[src/fat12fs_pkg.sv]
`default_nettype none

package fat12fs_pkg;

  // Stream offset counter and FAT entry widths
  localparam int unsigned OffsetBits = 21;
  localparam int unsigned EntryBits  = 12;

  localparam logic [OffsetBits-1:0] OffsetMax     = {OffsetBits{1'b1}};
  localparam logic [EntryBits-1:0]  EntryMax      = {EntryBits{1'b1}};
  localparam logic [EntryBits-1:0]  EntryLastPair = EntryMax - 1'b1;

  // Boot sector byte offsets (BPB fields used by the scan)
  localparam logic [4:0] OffBpsLo  = 5'd11;
  localparam logic [4:0] OffBpsHi  = 5'd12;
  localparam logic [4:0] OffRsvLo  = 5'd14;
  localparam logic [4:0] OffRsvHi  = 5'd15;
  localparam logic [4:0] OffNfat   = 5'd16;
  localparam logic [4:0] OffRentLo = 5'd17;
  localparam logic [4:0] OffRentHi = 5'd18;
  localparam logic [4:0] OffScLo   = 5'd19;
  localparam logic [4:0] OffScHi   = 5'd20;
  localparam logic [4:0] OffSpfLo  = 5'd22;
  localparam logic [4:0] OffSpfHi  = 5'd23;

  // Last boot byte, and the first offset the FAT may occupy
  localparam int unsigned BootEndOffset = 23;
  localparam int unsigned FatMinOffset  = 24;

  // Root directory size divider: entries times 32 over bytes per sector
  localparam int unsigned RootShift = 5;
  localparam int unsigned DivBits   = 16 + RootShift;
  localparam int unsigned DivCntW   = $clog2(DivBits + 1);

  // Position inside a three-byte pair of 12-bit entries
  typedef enum logic [1:0] {
    PhFirst,
    PhSecond,
    PhThird,
    PhDone
  } phase_e;

  // Datapath operation selected by one control word
  typedef enum logic [3:0] {
    OpNone,
    OpByte,
    OpFatStart,
    OpRoot,
    OpDivInit,
    OpDivStep,
    OpData,
    OpHi,
    OpEmit
  } op_e;

  // Stall conditions: stay on the step while true, datapath op suppressed
  typedef enum logic [1:0] {
    HoldNone,
    HoldInput,
    HoldOutput
  } hold_e;

  // Branch conditions: go to target when true, else fall through
  typedef enum logic [2:0] {
    JmpNever,
    JmpAlways,
    JmpPlain,
    JmpNoDerive,
    JmpDivMore,
    JmpNotLast
  } jump_e;

  localparam int unsigned StepW = 4;

  localparam logic [StepW-1:0] StepFetch    = 4'd0;
  localparam logic [StepW-1:0] StepRoute    = 4'd1;
  localparam logic [StepW-1:0] StepFatStart = 4'd2;
  localparam logic [StepW-1:0] StepRoot     = 4'd3;
  localparam logic [StepW-1:0] StepDivInit  = 4'd4;
  localparam logic [StepW-1:0] StepDivStep  = 4'd5;
  localparam logic [StepW-1:0] StepData     = 4'd6;
  localparam logic [StepW-1:0] StepHi       = 4'd7;
  localparam logic [StepW-1:0] StepLastChk  = 4'd8;
  localparam logic [StepW-1:0] StepEmit     = 4'd9;

  typedef struct packed {
    logic             accept;
    op_e              op;
    hold_e            hold;
    jump_e            jump;
    logic [StepW-1:0] target;
  } ucode_t;

  // Control store: one word per step
  function automatic ucode_t ucode_rom(input logic [StepW-1:0] pc);
    ucode_t cw;
    cw = '{1'b0, OpNone, HoldNone, JmpAlways, StepFetch};
    unique case (pc)
      StepFetch:    cw = '{1'b1, OpByte,     HoldInput,  JmpPlain,    StepFetch};
      StepRoute:    cw = '{1'b0, OpNone,     HoldNone,   JmpNoDerive, StepLastChk};
      StepFatStart: cw = '{1'b0, OpFatStart, HoldNone,   JmpNever,    StepFetch};
      StepRoot:     cw = '{1'b0, OpRoot,     HoldNone,   JmpNever,    StepFetch};
      StepDivInit:  cw = '{1'b0, OpDivInit,  HoldNone,   JmpNever,    StepFetch};
      StepDivStep:  cw = '{1'b0, OpDivStep,  HoldNone,   JmpDivMore,  StepDivStep};
      StepData:     cw = '{1'b0, OpData,     HoldNone,   JmpNever,    StepFetch};
      StepHi:       cw = '{1'b0, OpHi,       HoldNone,   JmpNever,    StepFetch};
      StepLastChk:  cw = '{1'b0, OpNone,     HoldNone,   JmpNotLast,  StepFetch};
      StepEmit:     cw = '{1'b0, OpEmit,     HoldOutput, JmpAlways,   StepFetch};
      default:      cw = '{1'b0, OpNone,     HoldNone,   JmpAlways,   StepFetch};
    endcase
    return cw;
  endfunction

endpackage

`default_nettype wire

[src/fat12_free_space_scan_top.sv]
// FAT12 free space scanner. Feed the disk image one byte per transfer from
// offset 0 and mark the final byte with last_byte_i; one result follows it.
// Ordinary bytes are taken at one per cycle. After boot byte 23 the input
// stalls while the geometry is derived: a shared 16x16 multiplier forms the
// FAT start, the root start and later the free byte count, and a bit-serial
// divider forms root entries times 32 over bytes per sector. After the last
// byte the route and last-check steps run before the emit step loads the result
// register. The block is run by a ten-step microcode table; the result register
// lets the next image start streaming while a result waits, and a new result
// waits for the previous one to be taken.
`default_nettype none

module fat12_free_space_scan_top (
  input  wire logic        clk_i,
  input  wire logic        rst_ni,
  input  wire logic        in_valid_i,
  output logic             in_ready_o,
  input  wire logic [7:0]  image_byte_i,
  input  wire logic        last_byte_i,
  output logic             out_valid_o,
  input  wire logic        out_ready_i,
  output logic [27:0]      free_bytes_o,
  output logic [11:0]      free_clusters_o,
  output logic [15:0]      sector_size_o,
  output logic [23:0]      root_start_sector_o,
  output logic [23:0]      data_start_sector_o,
  output logic             geometry_error_o
);
  import fat12fs_pkg::*;

  // Sequencer
  logic [StepW-1:0] pc_q, pc_d;
  ucode_t           cw;
  logic             hold_hit, jump_hit, go;

  // Stream and boot fields
  logic [OffsetBits-1:0] off_q, off_d;
  logic [15:0] bps_q, bps_d, rsv_q, rsv_d, rent_q, rent_d;
  logic [15:0] sc_q, sc_d, spf_q, spf_d;
  logic [7:0]  nfat_q, nfat_d;
  logic        last_q, last_d;

  // Derived geometry
  logic [31:0] fat_start_q, fat_start_d;
  logic        fat_ok_q, fat_ok_d;
  logic [23:0] root_q, root_d, data_q, data_d;
  logic [EntryBits-1:0] hi_q, hi_d;

  // FAT unpacking
  phase_e               phase_q, phase_d;
  logic [7:0]           held_q, held_d;
  logic [EntryBits-1:0] entry_q, entry_d, free_q, free_d;
  logic                 ent_chk;
  logic [EntryBits-1:0] ent_val, ent_idx;

  // Divider
  logic [DivBits-1:0] div_q, div_d;
  logic [15:0]        rem_q, rem_d;
  logic [DivCntW-1:0] dcnt_q, dcnt_d;
  logic [16:0]        trial;
  logic               qbit;

  // Shared multiplier and scratch
  logic [15:0] mul_a, mul_b;
  logic [31:0] prod;
  logic [24:0] data_sum;
  logic [16:0] hi_diff;
  logic [EntryBits:0] next_ent;
  logic        err;

  // Result register
  logic        out_valid_q, out_valid_d;
  logic [27:0] res_bytes_q, res_bytes_d;
  logic [11:0] res_free_q, res_free_d;
  logic [15:0] res_bps_q, res_bps_d;
  logic [23:0] res_root_q, res_root_d, res_data_q, res_data_d;
  logic        res_err_q, res_err_d;

  assign cw = ucode_rom(pc_q);

  // Pick multiplier operands for the active step
  always_comb begin
    mul_a = '0;
    mul_b = '0;
    unique case (cw.op)
      OpFatStart: begin
        mul_a = bps_q;
        mul_b = rsv_q;
      end
      OpRoot: begin
        mul_a = {8'b0, nfat_q};
        mul_b = spf_q;
      end
      OpEmit: begin
        mul_a = {4'b0, free_q};
        mul_b = bps_q;
      end
      default: ;
    endcase
  end

  assign prod = mul_a * mul_b;

  // Evaluate stall and branch conditions
  always_comb begin
    unique case (cw.hold)
      HoldInput:  hold_hit = !in_valid_i;
      HoldOutput: hold_hit = out_valid_q && !out_ready_i;
      default:    hold_hit = 1'b0;
    endcase
    unique case (cw.jump)
      JmpAlways:   jump_hit = 1'b1;
      JmpPlain:    jump_hit = !last_byte_i && (off_q != OffsetBits'(BootEndOffset));
      JmpNoDerive: jump_hit = off_q != OffsetBits'(FatMinOffset);
      JmpDivMore:  jump_hit = dcnt_q != DivCntW'(1);
      JmpNotLast:  jump_hit = !last_q;
      default:     jump_hit = 1'b0;
    endcase
    go = !hold_hit;
    if (hold_hit) begin
      pc_d = pc_q;
    end else if (jump_hit) begin
      pc_d = cw.target;
    end else begin
      pc_d = pc_q + 1'b1;
    end
  end

  // Datapath next state
  always_comb begin
    off_d       = off_q;
    bps_d       = bps_q;
    rsv_d       = rsv_q;
    nfat_d      = nfat_q;
    rent_d      = rent_q;
    sc_d        = sc_q;
    spf_d       = spf_q;
    last_d      = last_q;
    fat_start_d = fat_start_q;
    fat_ok_d    = fat_ok_q;
    root_d      = root_q;
    data_d      = data_q;
    hi_d        = hi_q;
    phase_d     = phase_q;
    held_d      = held_q;
    entry_d     = entry_q;
    free_d      = free_q;
    div_d       = div_q;
    rem_d       = rem_q;
    dcnt_d      = dcnt_q;
    ent_chk     = 1'b0;
    ent_val     = '0;
    ent_idx     = '0;
    trial       = {rem_q, div_q[DivBits-1]};
    qbit        = trial >= {1'b0, bps_q};
    data_sum    = {1'b0, root_q} + 25'((bps_q == '0) ? '0 : div_q);
    hi_diff     = 17'(sc_q) - 17'(data_q[15:0]) + 17'd1;
    next_ent    = {1'b0, entry_q} + {{EntryBits{1'b0}}, phase_q == PhThird};
    err         = (off_q < OffsetBits'(FatMinOffset)) || !fat_ok_q ||
                  ((hi_q >= EntryBits'(2)) && (phase_q != PhDone) &&
                   (next_ent <= {1'b0, hi_q}));
    out_valid_d = out_valid_q && !out_ready_i;
    res_bytes_d = res_bytes_q;
    res_free_d  = res_free_q;
    res_bps_d   = res_bps_q;
    res_root_d  = res_root_q;
    res_data_d  = res_data_q;
    res_err_d   = res_err_q;

    unique case (cw.op)
      // Take one image byte: boot field capture or FAT unpack
      OpByte: if (go) begin
        last_d = last_byte_i;
        if (off_q != OffsetMax) begin
          off_d = off_q + 1'b1;
          if (off_q < OffsetBits'(FatMinOffset)) begin
            unique case (off_q[4:0])
              OffBpsLo:  bps_d[7:0]   = image_byte_i;
              OffBpsHi:  bps_d[15:8]  = image_byte_i;
              OffRsvLo:  rsv_d[7:0]   = image_byte_i;
              OffRsvHi:  rsv_d[15:8]  = image_byte_i;
              OffNfat:   nfat_d       = image_byte_i;
              OffRentLo: rent_d[7:0]  = image_byte_i;
              OffRentHi: rent_d[15:8] = image_byte_i;
              OffScLo:   sc_d[7:0]    = image_byte_i;
              OffScHi:   sc_d[15:8]   = image_byte_i;
              OffSpfLo:  spf_d[7:0]   = image_byte_i;
              OffSpfHi:  spf_d[15:8]  = image_byte_i;
              default: ;
            endcase
          end else if (fat_ok_q && (32'(off_q) >= fat_start_q)) begin
            unique case (phase_q)
              PhFirst: begin
                held_d  = image_byte_i;
                phase_d = PhSecond;
              end
              PhSecond: begin
                ent_chk = 1'b1;
                ent_val = {image_byte_i[3:0], held_q};
                ent_idx = entry_q;
                held_d  = image_byte_i;
                phase_d = PhThird;
              end
              PhThird: begin
                ent_chk = 1'b1;
                ent_val = {image_byte_i, held_q[7:4]};
                ent_idx = entry_q + 1'b1;
                if (entry_q >= EntryLastPair) begin
                  phase_d = PhDone;
                end else begin
                  entry_d = entry_q + EntryBits'(2);
                  phase_d = PhFirst;
                end
              end
              default: ;
            endcase
          end
        end
      end
      OpFatStart: fat_start_d = prod;
      OpRoot: begin
        root_d   = 24'(rsv_q) + prod[23:0];
        fat_ok_d = (bps_q != '0) && (fat_start_q >= 32'(FatMinOffset));
      end
      OpDivInit: begin
        div_d  = {rent_q, {RootShift{1'b0}}};
        rem_d  = '0;
        dcnt_d = DivCntW'(DivBits);
      end
      // One restoring division step per cycle
      OpDivStep: begin
        rem_d  = qbit ? 16'(trial - {1'b0, bps_q}) : trial[15:0];
        div_d  = {div_q[DivBits-2:0], qbit};
        dcnt_d = dcnt_q - 1'b1;
      end
      // Saturate the data start to 24 bits
      OpData: data_d = data_sum[24] ? '1 : data_sum[23:0];
      // Last entry index to count, clamped to the 12-bit range
      OpHi: begin
        if ({8'b0, sc_q} > data_q) begin
          hi_d = (hi_diff > 17'(EntryMax)) ? EntryMax : hi_diff[EntryBits-1:0];
        end else begin
          hi_d = EntryBits'(1);
        end
      end
      // Load the result register and start over for the next image
      OpEmit: if (go) begin
        out_valid_d = 1'b1;
        res_bytes_d = prod[27:0];
        res_free_d  = free_q;
        res_bps_d   = bps_q;
        res_root_d  = root_q;
        res_data_d  = data_q;
        res_err_d   = err;
        off_d       = '0;
        bps_d       = '0;
        rsv_d       = '0;
        nfat_d      = '0;
        rent_d      = '0;
        sc_d        = '0;
        spf_d       = '0;
        fat_ok_d    = 1'b0;
        root_d      = '0;
        data_d      = '0;
        hi_d        = '0;
        phase_d     = PhFirst;
        held_d      = '0;
        entry_d     = '0;
        free_d      = '0;
      end
      default: ;
    endcase

    // Count a free entry inside the range
    if (ent_chk && (ent_val == '0) && (ent_idx >= EntryBits'(2)) && (ent_idx <= hi_q)) begin
      free_d = free_q + 1'b1;
    end
  end

  // Control and model state
  always_ff @(posedge clk_i or negedge rst_ni) begin
    if (!rst_ni) begin
      pc_q        <= StepFetch;
      off_q       <= '0;
      bps_q       <= '0;
      rsv_q       <= '0;
      nfat_q      <= '0;
      rent_q      <= '0;
      sc_q        <= '0;
      spf_q       <= '0;
      last_q      <= 1'b0;
      fat_ok_q    <= 1'b0;
      root_q      <= '0;
      data_q      <= '0;
      hi_q        <= '0;
      phase_q     <= PhFirst;
      held_q      <= '0;
      entry_q     <= '0;
      free_q      <= '0;
      dcnt_q      <= '0;
      out_valid_q <= 1'b0;
    end else begin
      pc_q        <= pc_d;
      off_q       <= off_d;
      bps_q       <= bps_d;
      rsv_q       <= rsv_d;
      nfat_q      <= nfat_d;
      rent_q      <= rent_d;
      sc_q        <= sc_d;
      spf_q       <= spf_d;
      last_q      <= last_d;
      fat_ok_q    <= fat_ok_d;
      root_q      <= root_d;
      data_q      <= data_d;
      hi_q        <= hi_d;
      phase_q     <= phase_d;
      held_q      <= held_d;
      entry_q     <= entry_d;
      free_q      <= free_d;
      dcnt_q      <= dcnt_d;
      out_valid_q <= out_valid_d;
    end
  end

  // Payload registers
  always_ff @(posedge clk_i) begin
    fat_start_q <= fat_start_d;
    div_q       <= div_d;
    rem_q       <= rem_d;
    res_bytes_q <= res_bytes_d;
    res_free_q  <= res_free_d;
    res_bps_q   <= res_bps_d;
    res_root_q  <= res_root_d;
    res_data_q  <= res_data_d;
    res_err_q   <= res_err_d;
  end

  assign in_ready_o          = cw.accept;
  assign out_valid_o         = out_valid_q;
  assign free_bytes_o        = res_bytes_q;
  assign free_clusters_o     = res_free_q;
  assign sector_size_o       = res_bps_q;
  assign root_start_sector_o = res_root_q;
  assign data_start_sector_o = res_data_q;
  assign geometry_error_o    = res_err_q;

  // Loading a result clears the image state
  a_emit_clears: assert property (@(posedge clk_i) disable iff (!rst_ni)
    (cw.op == OpEmit && go) |=> (out_valid_o && off_q == '0 && free_q == '0))
    else $error("result load did not restart the scan");

  // FAT scan ends only after the last entry pair
  a_done_at_end: assert property (@(posedge clk_i) disable iff (!rst_ni)
    (phase_q == PhDone) |-> (entry_q == EntryLastPair))
    else $error("FAT scan finished early");

  // Free count cannot pass the entries already seen
  a_free_bound: assert property (@(posedge clk_i) disable iff (!rst_ni)
    free_q <= entry_q)
    else $error("free count exceeds unpacked entries");

  // Divider loop always has steps left
  a_div_count: assert property (@(posedge clk_i) disable iff (!rst_ni)
    (pc_q == StepDivStep) |-> (dcnt_q != '0))
    else $error("divider step count ran out");

  // Input is only taken at the fetch step
  a_accept_fetch: assert property (@(posedge clk_i) disable iff (!rst_ni)
    (in_valid_i && in_ready_o) |=> (pc_q == StepFetch || pc_q == StepRoute))
    else $error("byte transfer left the sequencer off its path");

endmodule

`default_nettype wire

[config.mk]
export PLATFORM = sky130hd
export DESIGN_NAME = fat12_free_space_scan_top
export DESIGN_NICKNAME = d
export VERILOG_FILES = /design/src/fat12fs_pkg.sv /design/src/fat12_free_space_scan_top.sv
export SDC_FILE = /design/constraint.sdc
export NUM_CORES = 1
export LEC_CHECK = 0
export ABC_CLOCK_PERIOD_IN_PS = 8600
export BUFFER_PORTS_ARGS = -buffer_cell sky130_fd_sc_hd__clkbuf_2
export CORE_ASPECT_RATIO = 0.9
export CORE_UTILIZATION = 40
export CTS_BUF_LIST = sky130_fd_sc_hd__clkbuf_16
export DETAILED_ROUTE_END_ITERATION = 6
export SLEW_MARGIN = 40
export SYNTH_ARGS = -nofsm -noshare
export SYNTH_HDL_FRONTEND = slang
export SYNTH_SLANG_ARGS = --single-unit
[constraint.sdc]
create_clock -name clk_i -period 8.6 [get_ports clk_i]
set_input_delay 0 -clock clk_i [delete_from_list [all_inputs] [get_ports clk_i]]
set_output_delay 0 -clock clk_i [all_outputs]
set_load 0.02 [all_outputs]
==> flow_summary_export.csv <==
group,metric,value,unit
critical_path,path_buf_inv,8,
run,cap_violations,0,
critical_path,critPathTopFamily,"adder cells",
logic_synthesis,avgSynthCellArea,9.65,sq um
logic_synthesis,yosys_warnings,0,
route,dr.pass1.iters,7,
clock_tree,clk_latency,600,ps
die,ios,120,
logic_synthesis,netlist_instances,3038,
power_and_ir_drop,max-vdd-ir-drop,0.131,mV
outcome,status,"finished with violations",
sta,skew,40.3,ps
sta,worstMarginPinSlew,895,ps
placement,hpwl,67100,um
sta,max_freq,0.122,GHz
global_routing,grt_max_degree,89,
outcome,violations,"negative hold slack",
final_layout,nets,3676,
critical_path,critPathMaxStageDelay,550,ps
logic_synthesis,yosys-top-cells-area,"dfrtp_1 (18%), edfxtp_1 (18%), fa_1 (14%)",
global_routing,grt_use_total,23.2,%
route,drt-wirelength-per-cell,20.5,um
logic_synthesis,syn-num-nets,3509,
sta,hold_violations,1,
clock_tree,tritoncts,"yes",
sta,min_period_over_period,95.2,%
final_layout,drive_gt1_share,12.6,%
clock_tree,cts.sinks,388,
logic_synthesis,yosys.area_share.simple,16.0,%
route,ant_nets,0,
route,wl,86000,um
logic_synthesis,synth_area,29300,sq um
clock_tree,clockBufferDepth,3,
logic_synthesis,synth-edff-count,174,
die,dieArea,74400,sq um
critical_path,startpoint_type,"register",
global_routing,gr-total-overflow,0,
die,die_x,287,um
sta,holdWs,-9.29,ps
sta,report.final.slew_viol_count,0,
route,vias_per_cell,5.36,
die,die_height,259,um
route,drc,0,
critical_path,crit_fanout,7,
critical_path,reg2reg_slack,410,ps
route,drt-initial-drc-count,1919,
clock_tree,ctsRootBufferMaster,"clkbuf_16",
logic_synthesis,synth-seq-cells,388,
final_layout,mostFrequentLayoutCells,"nand2_1 (402), inv_1 (369), ha_1 (252), nor2_1 (247), dfrtp_1 (214)",
clock_tree,cts_made_buffers,44,
die,fp.coreArea,72000,sq um
final_layout,synthToLayoutAreaGrowth,13.5,%
logic_synthesis,synth_top_area_cell,"dfrtp_1",
logic_synthesis,synth_xor_area_share,3.20,%
sta,fin_crit,8190,ps
hold_path,min-delay-path-class,"input pin to asynchronous set/reset pin",
critical_path,crit_path_end_kind,"register",
global_routing,grt_pass1_vias,21300,
critical_path,critPathArrivalTime,8700,ps
logic_synthesis,async_reset_ff_share,55.2,%
logic_synthesis,seq_area_frac_synth,36.1,%
logic_synthesis,synth_compound_area_share,12.0,%
logic_synthesis,synth_fa_ha_area_share,24.8,%
logic_synthesis,synth_ff_type,"dfrtp_1",
route,num_vias,22500,
critical_path,crit_type,"register to register",
sta,slew_headroom,39.8,%
die,start_util,40.7,%
final_layout,final_common_cell,"nand2_1",
logic_synthesis,synth_top_area_share,18.3,%
placement,gp_congestion,0.939,
die,rows,93,
critical_path,critPathMostFrequentCell,"fa_1",
power_and_ir_drop,power.total,8310,uW
clock_tree,path_clk_slew,60,ps
sta,setup_violations,0,
global_routing,grt_pass1_wl,130000,um
placement,io_buffer_count,119,
power_and_ir_drop,pwr_density_cell,250,nW/um^2
logic_synthesis,ys_types,81,
clock_tree,h-tree-depth,2,
logic_synthesis,muxShareOfSynthArea,1.74,%
critical_path,cp_slowest_cell,"fa_1",
power_and_ir_drop,p_leak,0.0155,uW
critical_path,crit_required,9110,ps
global_routing,antenna_found_initial,4,
logic_synthesis,synth_top_family_by_area,"adder cells",
-- worst paths after layout --
check                                 from                 endpoint  cells after the start
setup / recovery                   pc_q[1]               root_q[20]                     32
max in group asynchronous           rst_ni               rent_q[13]                      4
hold / removal                      rst_ni                 hi_q[11]                      2
hold reg to reg                 data_q[12]  data_start_sector_o[12]                      0
min in group clk_i         image_byte_i[7]                 bps_q[7]                      4
setup reg to reg                   pc_q[1]               root_q[20]                     32
-- cell usage after synthesis (20+ instances only) --
| master | count |
|---|---|
| nand4_1 | 30 |
| nand2_1 | 405 |
| a31oi_1 | 28 |
| a21oi_1 | 121 |
| mux2_2 | 40 |
| nor2b_1 | 21 |
| o21ai_0 | 140 |
| nand3_1 | 50 |
| nor4_1 | 29 |
| and3_1 | 31 |
| a22oi_1 | 25 |
| nor2_1 | 254 |
| dfrtp_1 | 214 |
| a21o_1 | 60 |
| ha_1 | 253 |
| clkbuf_1 | 93 |
| xor2_1 | 39 |
| nand2b_1 | 32 |
| o21ai_1 | 20 |
| fa_1 | 205 |
| inv_1 | 366 |
| edfxtp_1 | 174 |
| and2_1 | 69 |
| nor3_1 | 43 |
| xnor2_1 | 68 |
-- layer usage --
metal / global-route usage [%] / vias up / wire length, um
li1: - / 10600 / -
met1: 34.4 / 11000 / 40800
met2: 33.7 / 706 / 36500
met3: 5.30 / 116 / 6330
met4: 6.01 / 0 / 2360
met5: 0 / - / 0
-- stage by stage --
step / setup TNS (ps) / setup slack (ps) / area [sq um] / instances / utilization, %
floorplan: 0 / 31.9 / 29300 / 3038 / -
global route: -0.724 / -0.724 / 33300 / 4190 / 46.2
CTS: 0 / 66.9 / 33000 / 4177 / 45.9
global placement: 0 / 74.2 / 31400 / 4088 / 43.5
detailed placement: -46.9 / -19.8 / 31400 / 4090 / 43.6
finish: 0 / 410 / 33300 / 4191 / 46.2
-- report_power, final --
| group | switching [uW] | internal, uW | total, uW |
|---|---|---|---|
| clock | 846 | 1160 | 2010 |
| sequential | 494 | 2430 | 2920 |
| combinational | 2070 | 1310 | 3380 |
| total | 3420 | 4890 | 8310 |
-- registers in the layout (all words and copies together) (netlist names), 16 cells and up --
signal	flops
bps_q	16
data_q	24
data_start_sector_o	24
div_q	21
fat_start_q	32
free_bytes_o	28
off_q	21
rem_q	16
rent_q	16
root_q	24
root_start_sector_o	24
rsv_q	16
sc_q	16
sector_size_o	16
spf_q	16
-- worst register-to-register path, delay by kind of cell (launching register included) --
family,cells,cell delay (ps)
adders and majority gates,9,4150
AOI/OAI and AO/OA,5,1390
and+or+nand+nor,8,1010
buffers and inverters,8,890
DFF,1,370
xor gates and xnor gates,2,280
-- kinds of logic after synthesis --
group,count (synthesis)
fa+ha+maj,458
xor+xnor,107
other cells,1
compound gates,545
simple gates,1020
flops,388
buf+inv,473
mux,46
-- what timing repair did --
item,CTS,global route
setup buffers,0,11
hold endpoints to repair,105,0
hold buffers,6,0
cloned,0,1
pin swaps,0,7
endpoints found under the setup margin,5,18
resized for setup,2,27
-- cell type report --
type / instances / area, sq um
fill: 6903 / 38800
multi-input combinational: 2178 / 17100
sequential: 388 / 10600
timing repair buffer: 225 / 1480
inverter: 368 / 1390
tap: 950 / 1190
clock buffer: 44 / 1100
clock inverter: 37 / 417
antenna: 1 / 2.50
Note: power is estimated with default switching activity, not from simulation.
